## config.mk

```make
export PLATFORM = sky130hd
export DESIGN_NAME = sstf_disk_request_scheduler_top
export DESIGN_NICKNAME = d
export VERILOG_FILES = /design/src/design/sstf_pkg.sv /design/src/design/sstf_disk_request_scheduler_top.sv /design/src/design/sstf_pool_ram.sv /design/src/design/sstf_scan.sv
export VERILOG_INCLUDE_DIRS = /design/src /design/src/design
export SDC_FILE = /design/constraint.sdc
export NUM_CORES = 1
export LEC_CHECK = 0
export BUFFER_PORTS_ARGS = -buffer_cell sky130_fd_sc_hd__buf_4
export CAP_MARGIN = 15
export CORE_UTILIZATION = 65
export CTS_BUF_LIST = sky130_fd_sc_hd__clkbuf_4
export CTS_CLUSTER_DIAMETER = 100
export DETAILED_ROUTE_END_ITERATION = 7
export PLACE_DENSITY = 0.82
export SETUP_SLACK_MARGIN = 0.15
export SLEW_MARGIN = 15
export SYNTH_ARGS = -nofsm -noshare
export SYNTH_HDL_FRONTEND = slang
export SYNTH_HIERARCHICAL = 1
export SYNTH_SLANG_ARGS = --single-unit
```

## constraint.sdc

```tcl
create_clock -name clk -period 7.24 [get_ports clk]
set_input_delay 1.086 -clock clk [delete_from_list [all_inputs] [get_ports clk]]
set_output_delay 1.086 -clock clk [all_outputs]
set_load 0.01 [all_outputs]
```

## src/design/sstf_disk_request_scheduler_top_macros.svh

```systemverilog
// Assertion macros for the scheduler
`ifndef SSTF_DISK_REQUEST_SCHEDULER_TOP_MACROS_SVH
`define SSTF_DISK_REQUEST_SCHEDULER_TOP_MACROS_SVH

// Same-cycle implication
`define SSTF_ASSERT_NOW(label, ante, cons, msg) \
    label: assert property (@(posedge clk) disable iff (!rst_n) (ante) |-> (cons)) \
        else $error(msg);

// Next-cycle implication
`define SSTF_ASSERT_NEXT(label, ante, cons, msg) \
    label: assert property (@(posedge clk) disable iff (!rst_n) (ante) |=> (cons)) \
        else $error(msg);

`endif

```

## src/design/sstf_pkg.sv

```systemverilog
package sstf_pkg;

    localparam int POOL_DEPTH = 16;
    localparam int IDX_W      = (POOL_DEPTH > 2) ? $clog2(POOL_DEPTH) : 1;
    localparam int AGE_W      = IDX_W;
    localparam int CNT_W      = $clog2(POOL_DEPTH + 1);
    localparam int CMP_W      = (CNT_W > 8) ? CNT_W : 8;

    localparam int FUNC_W     = 2;
    localparam int ID_W       = 8;
    localparam int TRACK_W    = 16;
    localparam int QLIM_W     = 5;
    localparam int RCNT_W     = 8;
    localparam int CFG_IDX_W  = 1;
    localparam int CFG_DATA_W = 8;

    localparam logic [FUNC_W-1:0] FUNC_START  = 2'd0;
    localparam logic [FUNC_W-1:0] FUNC_SUBMIT = 2'd1;
    localparam logic [FUNC_W-1:0] FUNC_DONE   = 2'd2;

    localparam logic [CFG_IDX_W-1:0] CFG_QUEUE_LIMIT     = 1'b0;
    localparam logic [CFG_IDX_W-1:0] CFG_REQUESTER_COUNT = 1'b1;

    localparam logic [QLIM_W-1:0] QLIM_RESET = 5'd4;
    localparam logic [RCNT_W-1:0] RCNT_RESET = 8'd1;

    typedef struct packed {
        logic [FUNC_W-1:0]  func;
        logic [ID_W-1:0]    requester_id;
        logic [TRACK_W-1:0] track;
    } cmd_item_t;

    typedef struct packed {
        logic [ID_W-1:0]    served_id;
        logic [TRACK_W-1:0] served_track;
    } srv_item_t;

    typedef struct packed {
        logic             clear;
        logic             en;
        logic [IDX_W-1:0] idx;
        logic             entry_valid;
        logic [AGE_W-1:0] entry_age;
    } scan_ctl_t;

    typedef struct packed {
        logic [IDX_W-1:0] idx;
        logic [AGE_W-1:0] age;
        srv_item_t        entry;
    } best_t;

endpackage

```

## src/design/sstf_disk_request_scheduler_top.sv

```systemverilog
// Shortest-seek-time-first request scheduler.
// Command channel (cmd_valid/cmd_stall/cmd): start, submit or done items.
// Service channel (srv_valid/srv_stall/srv): the request picked by nearest
// seek distance from the head, ties to the oldest pending request.
// Config channel (cfg_valid/cfg_ready): index 0 queue limit, 1 requester
// count; always ready, write only while the block is idle.
// An item that triggers no service is taken without raising cmd_stall. An
// item that triggers service holds cmd_stall through the scan (one pool
// memory read per entry), the compare tail and the update cycle for that
// item; the result is loaded into the output register in the update cycle.
// The pool memory has one read port, so the scan reads one entry at a time.
// The result sits in an output register; new commands are taken while it
// waits. If a new result is ready while srv_stall holds the old one, the
// block waits in its update cycle until the register frees.
// Reset empties the pool, puts the head at track 0, clears limit and active
// count and sets the config registers to 4 and 1. No clearing pass is needed.
`include "sstf_disk_request_scheduler_top_macros.svh"

module sstf_disk_request_scheduler_top
    import sstf_pkg::*;
(
    input  logic                  clk,
    input  logic                  rst_n,
    input  logic                  cmd_valid,
    output logic                  cmd_stall,
    input  cmd_item_t             cmd,
    output logic                  srv_valid,
    input  logic                  srv_stall,
    output srv_item_t             srv,
    input  logic                  cfg_valid,
    output logic                  cfg_ready,
    input  logic [CFG_IDX_W-1:0]  cfg_index,
    input  logic [CFG_DATA_W-1:0] cfg_data
);

    typedef enum logic [3:0] {
        ST_IDLE  = 4'b0001,
        ST_SCAN  = 4'b0010,
        ST_DRAIN = 4'b0100,
        ST_SERVE = 4'b1000
    } state_t;

    state_t                  state_reg, state_next;
    logic [QLIM_W-1:0]       queue_limit_reg;
    logic [RCNT_W-1:0]       requester_count_reg;
    logic [POOL_DEPTH-1:0]   valid_reg, valid_next;
    logic [AGE_W-1:0]        age_reg [POOL_DEPTH];
    logic [AGE_W-1:0]        age_next [POOL_DEPTH];
    logic [CNT_W-1:0]        count_reg, count_next;
    logic [CNT_W-1:0]        limit_reg, limit_next;
    logic [RCNT_W-1:0]       active_reg, active_next;
    logic [TRACK_W-1:0]      head_reg, head_next;
    logic [IDX_W-1:0]        scan_idx_reg, scan_idx_next;
    logic                    cmp_en_reg;
    logic [IDX_W-1:0]        cmp_idx_reg;
    logic                    srv_valid_reg, srv_valid_next;
    srv_item_t               srv_item_reg;

    logic                    accept;
    logic                    slot_free;
    logic                    out_load;
    logic                    free_found;
    logic [IDX_W-1:0]        free_idx;
    logic                    wr_en;
    logic                    scan_clear;
    logic [RCNT_W-1:0]       active_dec;
    logic [CNT_W-1:0]        limit_sat;
    scan_ctl_t               ctl;
    best_t                   best;
    srv_item_t               rd_data;

    assign accept    = cmd_valid && !cmd_stall;
    assign cmd_stall = (state_reg != ST_IDLE);
    assign cfg_ready = 1'b1;
    assign slot_free = !srv_valid_reg || !srv_stall;
    assign out_load  = (state_reg == ST_SERVE) && slot_free;

    always_comb
    begin
        free_found = 1'b0;
        free_idx   = '0;
        for (int i = POOL_DEPTH - 1; i >= 0; i--)
        begin
            if (!valid_reg[i])
            begin
                free_found = 1'b1;
                free_idx   = IDX_W'(i);
            end
        end
    end

    always_comb
    begin
        if (CMP_W'(queue_limit_reg) > CMP_W'(POOL_DEPTH))
        begin
            limit_sat = CNT_W'(POOL_DEPTH);
        end
        else
        begin
            limit_sat = CNT_W'(queue_limit_reg);
        end
        active_dec = (active_reg == '0) ? '0 : active_reg - 1'b1;
    end

    always_comb
    begin
        state_next    = state_reg;
        valid_next    = valid_reg;
        age_next      = age_reg;
        count_next    = count_reg;
        limit_next    = limit_reg;
        active_next   = active_reg;
        head_next     = head_reg;
        scan_idx_next = scan_idx_reg;
        wr_en         = 1'b0;
        scan_clear    = 1'b0;

        case (state_reg)
            ST_IDLE:
            begin
                if (accept)
                begin
                    case (cmd.func)
                        FUNC_START:
                        begin
                            limit_next  = limit_sat;
                            active_next = requester_count_reg;
                            head_next   = '0;
                        end
                        FUNC_SUBMIT:
                        begin
                            if ((count_reg < CNT_W'(POOL_DEPTH)) && free_found)
                            begin
                                wr_en                = 1'b1;
                                valid_next[free_idx] = 1'b1;
                                age_next[free_idx]   = AGE_W'(count_reg);
                                count_next           = count_reg + 1'b1;
                            end
                        end
                        FUNC_DONE:
                        begin
                            active_next = active_dec;
                            if ((CMP_W'(active_dec) < CMP_W'(limit_reg)) &&
                                (limit_reg != '0))
                            begin
                                limit_next = limit_reg - 1'b1;
                            end
                        end
                        default:
                        begin
                        end
                    endcase
                    if ((count_next != '0) && (count_next >= limit_next))
                    begin
                        state_next    = ST_SCAN;
                        scan_idx_next = '0;
                        scan_clear    = 1'b1;
                    end
                end
            end
            ST_SCAN:
            begin
                scan_idx_next = scan_idx_reg + 1'b1;
                if (scan_idx_reg == IDX_W'(POOL_DEPTH - 1))
                begin
                    scan_idx_next = '0;
                    state_next    = ST_DRAIN;
                end
            end
            ST_DRAIN:
            begin
                state_next = ST_SERVE;
            end
            ST_SERVE:
            begin
                if (slot_free)
                begin
                    valid_next[best.idx] = 1'b0;
                    for (int i = 0; i < POOL_DEPTH; i++)
                    begin
                        if (valid_reg[i] && (age_reg[i] > best.age))
                        begin
                            age_next[i] = age_reg[i] - 1'b1;
                        end
                    end
                    count_next = count_reg - 1'b1;
                    head_next  = best.entry.served_track;
                    state_next = ST_IDLE;
                end
            end
            default:
            begin
                state_next = ST_IDLE;
            end
        endcase
    end

    always_comb
    begin
        srv_valid_next = srv_valid_reg;
        if (out_load)
        begin
            srv_valid_next = 1'b1;
        end
        else if (srv_valid_reg && !srv_stall)
        begin
            srv_valid_next = 1'b0;
        end
    end

    always_ff @(posedge clk or negedge rst_n)
    begin
        if (!rst_n)
        begin
            state_reg           <= ST_IDLE;
            queue_limit_reg     <= QLIM_RESET;
            requester_count_reg <= RCNT_RESET;
            valid_reg           <= '0;
            count_reg           <= '0;
            limit_reg           <= '0;
            active_reg          <= '0;
            head_reg            <= '0;
            scan_idx_reg        <= '0;
            cmp_en_reg          <= 1'b0;
            cmp_idx_reg         <= '0;
            srv_valid_reg       <= 1'b0;
        end
        else
        begin
            state_reg     <= state_next;
            valid_reg     <= valid_next;
            count_reg     <= count_next;
            limit_reg     <= limit_next;
            active_reg    <= active_next;
            head_reg      <= head_next;
            scan_idx_reg  <= scan_idx_next;
            cmp_en_reg    <= (state_reg == ST_SCAN);
            cmp_idx_reg   <= scan_idx_reg;
            srv_valid_reg <= srv_valid_next;
            if (cfg_valid && cfg_ready)
            begin
                case (cfg_index)
                    CFG_QUEUE_LIMIT:     queue_limit_reg     <= cfg_data[QLIM_W-1:0];
                    CFG_REQUESTER_COUNT: requester_count_reg <= cfg_data[RCNT_W-1:0];
                    default:
                    begin
                    end
                endcase
            end
        end
    end

    always_ff @(posedge clk)
    begin
        age_reg <= age_next;
        if (out_load)
        begin
            srv_item_reg <= best.entry;
        end
    end

    assign ctl.clear       = scan_clear;
    assign ctl.en          = cmp_en_reg;
    assign ctl.idx         = cmp_idx_reg;
    assign ctl.entry_valid = valid_reg[cmp_idx_reg];
    assign ctl.entry_age   = age_reg[cmp_idx_reg];

    sstf_pool_ram u_pool_ram (
        .clk     (clk),
        .wr_en   (wr_en),
        .wr_addr (free_idx),
        .wr_data ({cmd.requester_id, cmd.track}),
        .rd_en   (state_reg == ST_SCAN),
        .rd_addr (scan_idx_reg),
        .rd_data (rd_data)
    );

    sstf_scan u_scan (
        .clk     (clk),
        .rst_n   (rst_n),
        .ctl     (ctl),
        .rd_data (rd_data),
        .head    (head_reg),
        .best    (best)
    );

    assign srv_valid = srv_valid_reg;
    assign srv       = srv_item_reg;

    `SSTF_ASSERT_NOW(a_count_matches_valid, 1'b1, CNT_W'($countones(valid_reg)) == count_reg, "pool count differs from valid entries")
    `SSTF_ASSERT_NOW(a_serve_picks_valid, state_reg == ST_SERVE, valid_reg[best.idx], "serviced entry is not pending")
    `SSTF_ASSERT_NEXT(a_held_result_kept, srv_valid_reg && srv_stall, srv_valid_reg && $stable(srv_item_reg), "stalled result overwritten")
    `SSTF_ASSERT_NOW(a_limit_bound, 1'b1, limit_reg <= CNT_W'(POOL_DEPTH), "live limit beyond pool depth")

endmodule

```

## src/design/sstf_pool_ram.sv

```systemverilog
module sstf_pool_ram
    import sstf_pkg::*;
(
    input  logic             clk,
    input  logic             wr_en,
    input  logic [IDX_W-1:0] wr_addr,
    input  srv_item_t        wr_data,
    input  logic             rd_en,
    input  logic [IDX_W-1:0] rd_addr,
    output srv_item_t        rd_data
);

    srv_item_t mem [POOL_DEPTH];
    srv_item_t rd_data_reg;

    always_ff @(posedge clk)
    begin
        if (wr_en)
        begin
            mem[wr_addr] <= wr_data;
        end
    end

    always_ff @(posedge clk)
    begin
        if (rd_en)
        begin
            rd_data_reg <= mem[rd_addr];
        end
    end

    assign rd_data = rd_data_reg;

endmodule

```

## src/design/sstf_scan.sv

```systemverilog
module sstf_scan
    import sstf_pkg::*;
(
    input  logic               clk,
    input  logic               rst_n,
    input  scan_ctl_t          ctl,
    input  srv_item_t          rd_data,
    input  logic [TRACK_W-1:0] head,
    output best_t              best
);

    logic               found_reg;
    logic [TRACK_W-1:0] best_dist_reg;
    best_t              best_reg;
    logic [TRACK_W-1:0] seek_dist;
    logic               take;

    always_comb
    begin
        if (rd_data.served_track >= head)
        begin
            seek_dist = rd_data.served_track - head;
        end
        else
        begin
            seek_dist = head - rd_data.served_track;
        end
        take = ctl.en && ctl.entry_valid &&
               (!found_reg || (seek_dist < best_dist_reg) ||
                ((seek_dist == best_dist_reg) && (ctl.entry_age < best_reg.age)));
    end

    always_ff @(posedge clk or negedge rst_n)
    begin
        if (!rst_n)
        begin
            found_reg <= 1'b0;
        end
        else if (ctl.clear)
        begin
            found_reg <= 1'b0;
        end
        else if (take)
        begin
            found_reg <= 1'b1;
        end
    end

    always_ff @(posedge clk)
    begin
        if (take)
        begin
            best_dist_reg <= seek_dist;
            best_reg.idx  <= ctl.idx;
            best_reg.age  <= ctl.entry_age;
            best_reg.entry <= rd_data;
        end
    end

    assign best = best_reg;

endmodule

```

### Word level (Yosys, flattened, before mapping)

Memory sizes are Yosys's and may differ from the RTL's. A register that Yosys moved wholly into a read port is not among the register bits.
Cells that the tools add are included.

* flip-flop bits (word level): 214
* bits in latches: 0
* RAM bits: 384
* ROM bits: 0
* input bits: 40
* output and inout bits: 27
* logic and storage cells: 309
* memories: 1

* add/subtract/negate cells: 23
* multiply operators: 0
* divide/modulo/power cells: 0
* $lt $le $gt $ge: 31
* eq/ne operators: 32
* shifts and indexed selects: 0
* mux-type cells: 111
* bitwise gates (word level): 6
* reduce and logical (&&, ||, !) cells: 69

Memory list
* u_pool_ram.mem: words 16, width 24, read ports 1, clocked after memory_dff 1, wr ports 1, RTL line sstf_pool_ram.sv:13 `srv_item_t mem [POOL_DEPTH];`

Operators by type and width (number)
* 64-bit 2-to-1 mux: 4
* 4-bit 2-to-1 mux: 42
* 16-bit 2-to-1 mux: 8
* 64-bit case mux with 2 select lines: 1
* 6-bit AND reduction: 16
* 64-bit bitwise mux: 1
* 4-bit > comparator: 16
* 16-bit case mux with 2 select lines: 2
* 4-bit by 1-bit subtractor with 4-bit output (second input constant): 16
* 5-bit 2-to-1 mux: 10
* 2-bit by 1-bit != test with 1-bit output (second input constant): 18
* 1-bit 2-to-1 mux: 32
* 16-bit subtractor: 2
* 1-bit logical AND: 28
* 5-bit case mux with 2 select lines: 2
* 16-bit AND: 1
* 4-bit binary-select mux with 4-bit select: 1
* 4-bit demux with 4-bit select: 1
* 16-bit equality test: 1
* 16-bit greater-or-equal comparator: 1
* 16-bit less-than comparator: 1
* 16-bit inverter: 1
* 16-bit bitwise OR: 1
* 4-bit case mux with 4 select lines: 1
* 38 further kinds: 65

### Longest topological paths before layout

Gate-level depths: netlist (run 1).

* depth after elaboration: 27
* gate-level depth with buffers: 20
* mapped depth without buffers: 19

### Modules after synthesis

Netlist (run 1), hierarchy kept.

By module, submodules not included
* sstf_pool_ram: instances 1, cells an instance 636, area an instance 15170.8 um^2, sequential area each 12251.8 um^2
* sstf_disk_request_scheduler_top: instances 1, cells an instance 958, area an instance 10333.7 um^2, sequential area each 4573.1 um^2
* sstf_scan: instances 1, cells an instance 351, area an instance 3568.4 um^2, sequential area each 1466.4 um^2

### Worst setup path after synthesis (run 1)

OpenSTA, ideal clock, no wires.

* path kind: reg-to-reg
* start: reg, netlist name u_pool_ram/rd_data[0]
* end: reg u_scan.best_reg, in the netlist u_scan/best[0] (enable)
* library setup time: 0.482 ns
* arrival: 5.781 ns
* data required time: 6.758 ns
* setup slack: 0.976 ns
* stages on the path, launching flop included: 18
* buffers on the path: 1
* period minus slack after synthesis: 6.264 ns
* cells stage by stage: edfxtp_1 inv_1 ha_1 inv_1 fa_1 nand3_2 a31oi_1 o21bai_2 o21ai_4 buf_12 mux2_1 ha_1 nor2b_1 o21a_1 o21a_1 o21ai_1 or3b_1 a31oi_1

* word-level cells in the longest chain between the ends: 6
* elaborated cells between the ends (all ways): 10
* those cells by class: 2 x add/sub; 2 x order compare; 1 x eq/ne; 1 x mux; 4 x reduce/logical

RTL lines
* 16-bit subtractor, or another cell as far along: RTL line sstf_scan.sv:26 `seek_dist = head - rd_data.served_track;`
* 16-bit 2-to-1 mux *: RTL line sstf_scan.sv:20 `if (rd_data.served_track >= head)`
* net u_scan.seek_dist[1]: RTL line sstf_scan.sv:15 `logic [TRACK_W-1:0] seek_dist;`
* 16-bit less-than comparator or 16-bit equality test (tied branches): RTL line sstf_scan.sv:29, sstf_scan.sv:30
* 1-bit logical OR or 1-bit logical AND (tied branches): RTL line sstf_scan.sv:29, sstf_scan.sv:30
* 1-bit logical OR *: RTL line sstf_scan.sv:29 `(!found_reg || (seek_dist < best_dist_reg) ||`
* 1-bit logical AND *: RTL line sstf_scan.sv:28 `take = ctl.en && ctl.entry_valid &&`
* net u_scan.take: RTL line sstf_scan.sv:16 `logic take;`
* to (decl): RTL line sstf_scan.sv:14 `best_t best_reg;`

Mark *: on every way through the listed nets, which the timed path passes. The rest lies on a longest branch.
A chain may end at the register's enable or synchronous reset.

### Final worst setup path (run 1)

* start: reg, netlist name u_pool_ram/rd_data[3]
* end: reg u_scan.best_reg, in the netlist u_scan/best[16] (enable)

* word-level cells in the longest chain between the ends: 6
* elaborated cells between the ends (all ways): 10
* those cells by class: 2 x add/sub; 2 x order compare; 1 x eq/ne; 1 x mux; 4 x reduce/logical

RTL lines (RTL line)
* 16-bit subtractor, or another cell as far along: sstf_scan.sv:26
* 16-bit 2-to-1 mux *: sstf_scan.sv:20
* net u_scan.seek_dist[6]: sstf_scan.sv:15
* 16-bit less-than comparator or 16-bit equality test (tied branches): sstf_scan.sv:29, sstf_scan.sv:30
* 1-bit logical OR or 1-bit logical AND (tied branches): sstf_scan.sv:29, sstf_scan.sv:30
* 1-bit logical OR *: sstf_scan.sv:29
* 1-bit logical AND *: sstf_scan.sv:28
* net u_scan.take: sstf_scan.sv:16

Marked as above.

==> metrics, run 1 <==
outcome finished, final reports clean; EDFF count, synth 544; YS warnings 6; crit path time final ~5.3 ns; largest net degree at the start of global routing between 80 and 90; Post-Syn Area 29100 um^2; Syn Inst Count 1945; design area 32200 um^2; Initial Util about 66%; IO Count 67; Synth cell types 82; Arr. time, crit path 5.94 ns; initial antenna violation count 4; dpl cell area 30200 um^2; Async S/R FF share, synth 12.5%; pwr/cell area 289 nW/um^2; via count 18705; Longest Clk Path Bufs 3; commonest non-fill, non-tap cell in the layout edfxtp_1; Setup crit start kind flip-flop; Least-Margin Pin Slew 1.23 ns; fin. max-slew vios 0; pre-CTS setup slack 2.03 ns; CP peak stage delay between 0.6 and 0.7 ns; Setup Fix Bufs, Post-CTS 0; maximum clock frequency 188 MHz; post-route setup slack 1.91 ns; overall die width 213 um; Mean Syn Cell Area 14.9 um^2; die area 45600 um^2; CTS tree built; Critical Path Most Common Cell ha_1; cts-stage hold buffer count 0; clock latency at the later pin of the worst-skew pair 1.00 ns; peak supply drop around 220 uV; Layout Nets roughly 2300; CP cell instances inv_1 > ha_1 > nand4_1 > a31oi_1 > o21bai_2 > o21ai_4 > mux2_1 > xor2_1 > ha_1 > a21o_1 > a21oi_1 > o21ai_0 > or3b_1 > a31oi_4 > buf_4; Hold Fails Final Rpt 0; Worst-path clk slew 0.07 ns; Post-Route WL 71.4 mm; ANT nets after route 0; fin crit share 73.7%; overall die height 213 um; WS Path Type flip-flop to flip-flop; setup TNS 0 ns; Hold WS 0.0202 ns; max reg flops 384; Synth Net Count ~2100; RSZ-0062 raised after global routing false; register area share after synthesis 62.9%; slowest cell on the critical path a31oi_4; Core Rows 77; max_slew headroom around 18%; Root Driver clkbuf_4; area grow syn2layout 10.7%; critical path required time 7.84 ns; ys flop type edfxtp_1; Overflow after GRT 0; most frequent cells in the layout edfxtp_1 (544), clkbuf_4 (228), ha_1 (145), mux4_2 (121), inv_1 (120); layout cells sized above 1 about a quarter; Max Fanout on Critical Path 29; skew final 0.0597 ns; endpoint type of the worst setup path flip-flop; Clock Sinks 622; cell leakage power around 11 nW; initial DRC count 2011; Final setup viols 0; Core Area 44100 um^2; RePlAce Congestion roughly 0.93; Fill cells about 2800; Resize count post-CTS 0; H-tree Lvls 4; number of global-route vias before repair 18992; Via density 6.64; Total GRT Usage 32.7%; drt first pass iters 6; area occupied by registers about 18000 um^2; Worst Hold Class primary input to async pin; max cap viols 0; DR WL/cell 25.4 um; DRC violations left 0; flops & latches, synth ~620; multi-input logic area 9970 um^2; port bufs 65; DP HPWL 42.3 mm; cts bufs inserted between 150 and 200; global-route wire length before repair 109 mm
## Yosys cell counts, drive strengths merged (4+ instances only)
| master | count | share of area, % |
|---|---|---|
| nand3 | 42 | 0.76 |
| a21oi | 84 | 1.5 |
| a221o | 4 | 0.14 |
| a22oi | 50 | 1.3 |
| ha | 145 | 6.2 |
| nor3b | 4 | 0.10 |
| o22ai | 55 | 1.2 |
| nor4b | 5 | 0.19 |
| dfrtp | 75 | 6.5 |
| nand3b | 5 | 0.13 |
| o21a | 21 | 0.54 |
| buf | 40 | 0.90 |
| mux2 | 15 | 0.58 |
| inv | 122 | 1.6 |
| and4 | 4 | 0.12 |
| or3b | 4 | 0.12 |
| mux4 | 121 | 9.4 |
| o21bai | 6 | 0.17 |
| a211oi | 5 | 0.13 |
| nor2 | 62 | 0.80 |
| edfxtp | 544 | 56 |
| a22o | 17 | 0.51 |
| clkbuf | 53 | 0.68 |
| o32ai | 14 | 0.45 |
| mux2i | 19 | 0.65 |
| xnor2 | 47 | 1.4 |
| nor3 | 30 | 0.56 |
| nand4 | 32 | 0.71 |
| a21o | 9 | 0.23 |
| nand2b | 14 | 0.30 |
| and2 | 4 | 0.086 |
| o31ai | 9 | 0.23 |
| o21ai | 77 | 1.4 |
| xor2 | 7 | 0.21 |
| nor2b | 21 | 0.45 |
| a31oi | 13 | 0.28 |
| nand2 | 112 | 1.4 |
| o2111ai | 14 | 0.42 |
## report_power, final
part / switching, mW / total (mW) / internal, mW
clock network: 1.40 / 2.95 / 1.55
registers: 0.229 / 4.35 / 4.12
logic: 1.24 / 2.01 / 0.774
## cell families after synthesis
group / after synthesis / synth area share [%]
DFF: 622 / 62.9
and+or+nand+nor: 349 / 6.03
buffers and inverters: 215 / 3.16
adders and majority gates: 147 / 6.38
xor gates and xnor gates: 54 / 1.63
muxes: 155 / 10.6
other: 1 / 0.0129
AOI/OAI and AO/OA: 402 / 9.27
## stage by stage
step                      power [mW]  std cells  utilization (%)
after floorplan                 5.74       1945                -
after global placement          6.30       2538             68.4
after detailed placement        6.38       2538             68.4
after CTS                       9.33       2810             72.9
after global routing            9.70       2815             73.0
final                           9.31       2815             73.0
## area by class of cell
class	instances	share of cell area, %
clock inverters	44	0.836
multi-input cells	1108	31.0
well taps	592	2.30
repair buffers	95	2.28
clock buffers	228	5.32
diodes	4	0.0311
inverters	122	1.42
flip-flops and latches	622	56.8
## critical path: cells and delay by family, from the launching register on
family	cells	cell delay, ns
compound gates	7	1.95
xor+xnor	1	0.22
fa+ha+maj	2	0.80
buf+inv	2	0.60
flops	1	0.38
mux	1	0.40
simple gates	2	0.58
## path summary, 6_finish.rpt
check / start / end / slack, ns / cells past startpoint
setup / recovery: u_pool_ram/rd_data[3]$_DFFE_PP_ / u_scan/best[16]$_DFFE_PP_ / 1.91 / 15
hold / removal: rst_n / limit_reg[0]$_DFFE_PN0P_ / 0.02 / 1
setup reg to reg: u_pool_ram/rd_data[3]$_DFFE_PP_ / u_scan/best[16]$_DFFE_PP_ / 1.91 / 15
hold reg to reg: u_pool_ram/rd_data[19]$_DFFE_PP_ / u_scan/best[19]$_DFFE_PP_ / 0.42 / 0
max in group asynchronous: rst_n / state_reg[0]$_DFFE_PN1P_ / 6.53 / 2
min in group clk: cfg_data[2] / requester_count_reg[2]$_DFFE_PN0P_ / 0.36 / 2
## routing by layer
| layer | global-route usage (%) | share of wire [%] | vias to the layer above |
|---|---|---|---|
| met2 | 50.5 | 48 | 1193 |
| li1 | - | - | 8058 |
| met4 | 17.0 | 4.2 | 0 |
| met1 | 43.3 | 37 | 9230 |
| met3 | 8.22 | 11 | 224 |
| met5 | 0 | 0 | - |
Power figures use the tool's default switching activity.
==> run 2, diff against run 1 <==
==> constraint.sdc (replaced) <==
create_clock -name clk -period 5.15 [get_ports clk]
set_input_delay 0.7725 -clock clk [delete_from_list [all_inputs] [get_ports clk]]
set_output_delay 0.7725 -clock clk [all_outputs]
set_load 0.01 [all_outputs]
==> run 2 against run 1 <==
The run now ends with DRC left. First-iteration DRC count rose by 3.7%. Critical endpoint is now u_scan/best[18]$_DFFE_PP_. Via count down 0.89%. Register-to-register slack lost 1.4 ns. Clock-buffer cell count grew 2. Worst hold slack better by 0.12 ns. Cell area increased by 0.19%. Die area is the same.
==> metrics, run 2 (synthesis results as in run 1) <==
outcome finished, violations left (was finished, final reports clean); failing checks DRC; Via density 6.57 (was 6.64); skew final 0.0503 ns (was 0.0597 ns); layout cells sized above 1 23.9% (was 23.6%); dpl cells 2541 (was 2538); die area 45600 um^2 (unchanged); Overflow after GRT 0 (unchanged); via count 18538 (was 18705); peak supply drop 289 uV (was 224 uV); IO Count 67 (unchanged); Layout Nets 2293 (was 2290); pwr/cell area 405 nW/um^2 (was 289 nW/um^2); CTS tree built (unchanged); Worst-path clk slew 0.08 ns (was 0.07 ns); overall die height 213 um (unchanged); DRC violations left 1 (was 0); Resize count post-CTS 0 (unchanged); Total GRT Usage 31.4% (was 32.7%); area grow syn2layout 10.9% (was 10.7%); crit path time final 4.63 ns (was 5.33 ns); endpoint type of the worst setup path flip-flop (unchanged); Setup crit start kind flip-flop (unchanged); max_slew headroom 24.7% (was 17.8%); fin. max-slew vios 0 (unchanged); ANT nets after route 0 (unchanged); RePlAce Congestion 0.936 (was 0.927); commonest non-fill, non-tap cell in the layout edfxtp_1 (unchanged); max cap viols 0 (unchanged); overall die width 213 um (unchanged); Longest Clk Path Bufs 3 (unchanged); Core Rows 77 (unchanged); Arr. time, crit path 5.16 ns (was 5.94 ns); r2r startpoint head_reg[3]$_DFFE_PN0P_ (was u_pool_ram/rd_data[3]$_DFFE_PP_); Initial Util 65.9% (unchanged); Pwr Total 13.1 mW (was 9.31 mW); max reg flops 384 (unchanged); initial antenna violation count 2 (was 4); WS Path Type flip-flop to flip-flop (unchanged); global-route wire length before repair 105 mm (was 109 mm); reg2reg end u_scan/best[18]$_DFFE_PP_ (was u_scan/best[16]$_DFFE_PP_); Worst Hold Class primary input to flip-flop (was primary input to async pin); drt first pass iters 8 (was 6); Clock Sinks 622 (unchanged); reg2reg path depth 15 (unchanged); Final setup viols 0 (unchanged); Hold Fails Final Rpt 0 (unchanged); hold endpoint requester_count_reg[7]$_DFFE_PN0P_; Worst Hold Depth 2; Hold Crit Start cfg_data[7]; Post-Route WL 69.5 mm (was 71.4 mm); Post-Layout Cell Count 2823 (was 2815); initial DRC count 2086 (was 2011); Core Area 44100 um^2 (unchanged); H-tree Lvls 4 (unchanged); Root Driver clkbuf_4 (unchanged); Worst R2R Setup Slack 0.52 ns (was 1.91 ns); largest net degree at the start of global routing 67 (was 84); cts-stage hold buffer count 1 (was 0); DP HPWL 42.5 mm (was 42.3 mm); Least-Margin Pin Slew 1.13 ns (was 1.23 ns); DR WL/cell 24.6 um (was 25.4 um); cell leakage power 11.5 nW (was 11.4 nW); Max Fanout on Critical Path 48 (was 29); number of global-route vias before repair 18785 (was 18992); Setup Fix Bufs, Post-CTS 0 (unchanged); most frequent cells in the layout edfxtp_1 (544), clkbuf_4 (230), ha_1 (145), mux4_2 (121), inv_1 (120) (was edfxtp_1 (544), clkbuf_4 (228), ha_1 (145), mux4_2 (121), inv_1 (120)); setup TNS 0 ns (unchanged); clock latency at the later pin of the worst-skew pair 0.89 ns (was 1.00 ns); maximum clock frequency 216 MHz (was 188 MHz); Fill cells 2827 (was 2770); cts bufs inserted 154 (unchanged); critical path required time 5.67 ns (was 7.84 ns); port bufs 65 (unchanged); RSZ-0062 raised after global routing false (unchanged); fin crit share 90.0% (was 73.7%)
[run 2: cell count changes in the layout (fill, tap and decap cells not counted), moves of 2 or more]
cell and change:
inv_6 +4, clkinv_2 +3, buf_12 +2, clkbuf_4 +2
nor2b_2 -2, nor2b_4 +2
[run 2: metal layers]
layer  GRT usage, %  wire length (um)  vias up
li1               -                 -     8081
met1           41.4             26000     9168
met2           49.8             34000     1098
met3           6.96              6970      191
met4           15.8              2470        0
met5              0                 0        -
[run 2: how the worst max path moves through the flow]
stage                                                from                          end  cells past startpoint
after floorplan           u_pool_ram/rd_data[0]$_DFFE_PP_     u_scan/best[0]$_DFFE_PP_                     17
after global placement    u_pool_ram/rd_data[3]$_DFFE_PP_    u_scan/best[16]$_DFFE_PP_                     16
after detailed placement  u_pool_ram/rd_data[7]$_DFFE_PP_    u_scan/best[16]$_DFFE_PP_                     16
after CTS                         head_reg[3]$_DFFE_PN0P_    u_scan/best[18]$_DFFE_PP_                     15
after global routing            active_reg[0]$_DFFE_PN0P_  scan_idx_reg[0]$_DFFE_PN0P_                     19
final                             head_reg[3]$_DFFE_PN0P_    u_scan/best[18]$_DFFE_PP_                     15
[run 2: area by class of cell]
class,instances,area (um^2),share of cell area (%)
Multi-Input combinational cell,1108,9980,30.9
Antenna cell,3,7.51,0.0233
Sequential cell,622,18300,56.7
Clock inverter,48,278,0.861
Clock buffer,230,1730,5.35
Inverter,122,458,1.42
Timing Repair Buffer,98,763,2.37
Tap cell,592,741,2.30
[run 2: stage by stage]
| stage | worst slack (ns) | cell area, um^2 | hold slack [ns] | utilization (%) |
|---|---|---|---|---|
| 6_report | 0.517 | 32300 | 0.141 | 73.1 |
| 5_1_grt | 0.214 | 32300 | 0.116 | 73.1 |
| 4_1_cts | 0.538 | 32200 | 0.0721 | 73.1 |
| 3_5_place_dp | 0.574 | 30200 | 0.405 | 68.5 |
| 3_3_place_gp | 0.696 | 30200 | 0.402 | 68.5 |
| 2_1_floorplan | 0.669 | 29100 | 0.400 | - |
[run 2: worst max-delay path, cell delays in order (launching register included)]
cell	delay, ns
dfrtp_1	0.41
ha_1	0.51
nand4_1	0.14
a31oi_1	0.27
o21bai_2	0.12
o21ai_4	0.53
mux2i_1	0.33
xnor2_1	0.18
ha_1	0.29
a21o_1	0.16
a21o_1	0.17
a21oi_1	0.14
o21ai_0	0.08
or3b_1	0.40
a31oi_4	0.20
buf_12	0.31
[run 2: report_power, final]
part / internal [mW] / switching [mW] / total, mW
clock: 2.16 / 1.97 / 4.14
combinational: 1.08 / 1.67 / 2.76
sequential: 5.80 / 0.369 / 6.16
total: 9.04 / 4.02 / 13.1
==> run 3, diff against run 2 <==
--- a/config.mk
+++ b/config.mk
@@ -8,11 +8,12 @@
 export LEC_CHECK = 0
 export BUFFER_PORTS_ARGS = -buffer_cell sky130_fd_sc_hd__buf_4
 export CAP_MARGIN = 15
-export CORE_UTILIZATION = 65
+export CORE_UTILIZATION = 40
 export CTS_BUF_LIST = sky130_fd_sc_hd__clkbuf_4
 export CTS_CLUSTER_DIAMETER = 100
+export CTS_CLUSTER_SIZE = 40
 export DETAILED_ROUTE_END_ITERATION = 7
-export PLACE_DENSITY = 0.82
+export GPL_TIMING_DRIVEN = 0
 export SETUP_SLACK_MARGIN = 0.15
 export SLEW_MARGIN = 15
 export SYNTH_ARGS = -nofsm -noshare
==> run 3 against run 2 <==
The flow now finishes without violations. Die area increased by 62%. Worst hold slack worse by 0.058 ns. Clock skew is 0.013 ns higher. Combinational power grew 12%. Cell area fell by 0.72%. Sequential share of layout area rose by 0.39 points. Wire length rose by 3.0%. Register-to-register slack hardly changed. Total power down 15%. Core utilization fell by 28 points. Critical path type unchanged. Critical endpoint is now u_scan/best[2]$_DFFE_PP_. Largest cell class unchanged.
==> metrics, run 3 (synthesis results as in run 1) <==
Worst-path clk slew 0.36 ns (was 0.08 ns); fin. max-slew vios 0 (unchanged); max_slew headroom 30.0% (was 24.7%); crit path time final 4.62 ns (was 4.63 ns); CP cell instances inv_1 > ha_1 > buf_2 > nand4_2 > a31oi_1 > o21bai_2 > o21ai_4 > buf_12 > mux2i_1 > xnor2_1 > ha_1 > and3_1 > nand4_1 > nor2_1 > o21ai_1 > or3b_1 > a31oi_4 > buf_16 > buf_16 (was ha_1 > nand4_1 > a31oi_1 > o21bai_2 > o21ai_4 > mux2i_1 > xnor2_1 > ha_1 > a21o_1 > a21o_1 > a21oi_1 > o21ai_0 > or3b_1 > a31oi_4 > buf_12); max reg flops 384 (unchanged); max cap viols 0 (unchanged); critical path required time 5.81 ns (was 5.67 ns); commonest non-fill, non-tap cell in the layout edfxtp_1 (unchanged); skew final 0.0635 ns (was 0.0503 ns); post-route setup slack 0.529 ns (was 0.517 ns); die area 73800 um^2 (was 45600 um^2); initial antenna violation count 5 (was 2); overall die width 272 um (was 213 um); via count 17533 (was 18538); area grow syn2layout 10.1% (was 10.9%); Setup crit start kind flip-flop (unchanged); Fill cells 6329 (was 2827); endpoint type of the worst setup path flip-flop (unchanged); Final setup viols 0 (unchanged); Core Rows 98 (was 77); Buf+Inv Stages, Crit Path 5 (was 1); clock latency at the later pin of the worst-skew pair 0.95 ns (was 0.89 ns); most frequent cells in the layout edfxtp_1 (544), ha_1 (145), inv_1 (121), mux4_2 (121), nand2_1 (112) (was edfxtp_1 (544), clkbuf_4 (230), ha_1 (145), mux4_2 (121), inv_1 (120)); Clock Sinks 622 (unchanged); Least-Margin Pin Slew 1.05 ns (was 1.13 ns); Root Driver clkbuf_4 (unchanged); Worst Hold Class primary input to flip-flop (unchanged); port bufs 65 (unchanged); DP HPWL 50.8 mm (was 42.5 mm); Finished Core Util 44.6% (was 73.1%); slowest cell on the critical path edfxtp_1 (was o21ai_4); outcome finished, final reports clean (was finished, violations left); met3 WL 3.98 mm (was 6.97 mm); maximum clock frequency 216 MHz (about the same); drt first pass iters 5 (was 8); Post-Route WL 71.6 mm (was 69.5 mm); RSZ-0062 raised after global routing false (unchanged); pwr/cell area 347 nW/um^2 (was 405 nW/um^2); cts bufs inserted 24 (was 154); max layer used met5 (was met4); Arr. time, crit path 5.28 ns (was 5.16 ns); Top delay family on crit path compound AO/OA/AOI/OAI gates (unchanged); Overflow after GRT 0 (unchanged); Core Area 71700 um^2 (was 44100 um^2); DRC violations left 0 (was 1); Worst R2R Setup Slack 0.53 ns (was 0.52 ns); number of global-route vias before repair 17710 (was 18785); IO Count 67 (unchanged); Pwr Total 11.1 mW (was 13.1 mW); Total GRT Usage 19.3% (was 31.4%); dpl cells 2988 (was 2541); initial DRC count 1361 (was 2086); overall die height 272 um (was 213 um); Via density 5.77 (was 6.57); Max Fanout on Critical Path 16 (was 48); CTS tree built (unchanged); largest net degree at the start of global routing 79 (was 67); H-tree Lvls 1 (was 4); fin crit share 89.7% (was 90.0%); met2 wire length 36.2 mm (was 34.0 mm); cell leakage power 10.9 nW (was 11.5 nW); Layout Nets 2260 (was 2293); DR WL/cell 23.5 um (was 24.6 um); global-route wire length before repair 109 mm (was 105 mm); RePlAce Congestion 0.905 (was 0.936); layout cells sized above 1 16.8% (was 23.9%); peak supply drop 292 uV (was 289 uV); Initial Util 40.5% (was 65.9%); Metal-1 WL 30.0 mm (was 26.0 mm); Longest Clk Path Bufs 3 (unchanged); CP peak stage delay 0.48 ns (was 0.53 ns); Post-Layout Cell Count 3039 (was 2823); ANT nets after route 0 (unchanged); Hold Fails Final Rpt 0 (unchanged); pre-CTS setup slack 0.330 ns (was 0.574 ns); WS Path Type flip-flop to flip-flop (unchanged)
[run 3: per-stage QoR]
| step | area, um^2 | setup TNS (ns) | hold WS, ns |
|---|---|---|---|
| global placement | 30800 | -205.51 | 0.405 |
| finish | 32000 | 0 | 0.0832 |
| detailed placement | 31400 | 0 | 0.405 |
| floorplan | 29100 | 0 | 0.400 |
| global route | 32000 | 0 | 0.0249 |
| CTS | 32000 | 0 | 0.000565 |
[run 3: what timing repair did]
action,CTS,global route
gates resized for setup,0,6
hold buffers,9,0
hold endpoints to repair,74,0
setup endpoints to repair,0,7
setup buffers,0,0
[run 3: worst paths after layout]
| check | from | endpoint | cells past startpoint |
|---|---|---|---|
| min in group asynchronous | rst_n | count_reg[4]$_DFFE_PN0P_ | 2 |
| max in group asynchronous | rst_n | head_reg[5]$_DFFE_PN0P_ | 2 |
| setup / recovery | u_pool_ram/rd_data[6]$_DFFE_PP_ | u_scan/best[2]$_DFFE_PP_ | 19 |
| hold reg to reg | u_scan/best[18]$_DFFE_PP_ | srv[18]$_DFFE_PP_ | 0 |
| hold / removal | cmd[21] | u_pool_ram/mem[3][21]$_DFFE_PP_ | 1 |
| setup reg to reg | u_pool_ram/rd_data[6]$_DFFE_PP_ | u_scan/best[2]$_DFFE_PP_ | 19 |
[run 3: routing by layer]
metal / vias up / GRT usage [%]
li1: 7851 / -
met1: 9068 / 25.5
met2: 521 / 33.9
met3: 87 / 2.52
met4: 6 / 4.23
met5: - / 0
[run 3: area by class of cell]
type / count / area (um^2) / area share, %
clock inverters: 14 / 293 / 0.914
well taps: 950 / 1190 / 3.71
flip-flops and latches: 622 / 18300 / 57.1
repair buffers: 102 / 1120 / 3.50
inverters: 122 / 458 / 1.43
diodes: 1 / 2.50 / 0.00781
multi-input cells: 1108 / 10000 / 31.2
plain buffers: 93 / 463 / 1.45
clock buffers: 27 / 203 / 0.633
[run 3: worst reg2reg max path, delay by kind of cell (launching register included)]
family	cells	cell delay (ns)
xor gates and xnor gates	1	0.20
and+or+nand+nor	5	1.00
AOI/OAI and AO/OA	5	1.01
DFF	1	0.48
buffers and inverters	5	0.81
muxes	1	0.27
adders and majority gates	2	0.56
[run 3: power breakdown]
| part | switching (mW) | internal, mW |
|---|---|---|
| Sequential | 0.223 | 5.79 |
| Combinational | 1.93 | 1.16 |
| Clock | 1.59 | 0.413 |
| Total | 3.75 | 7.37 |
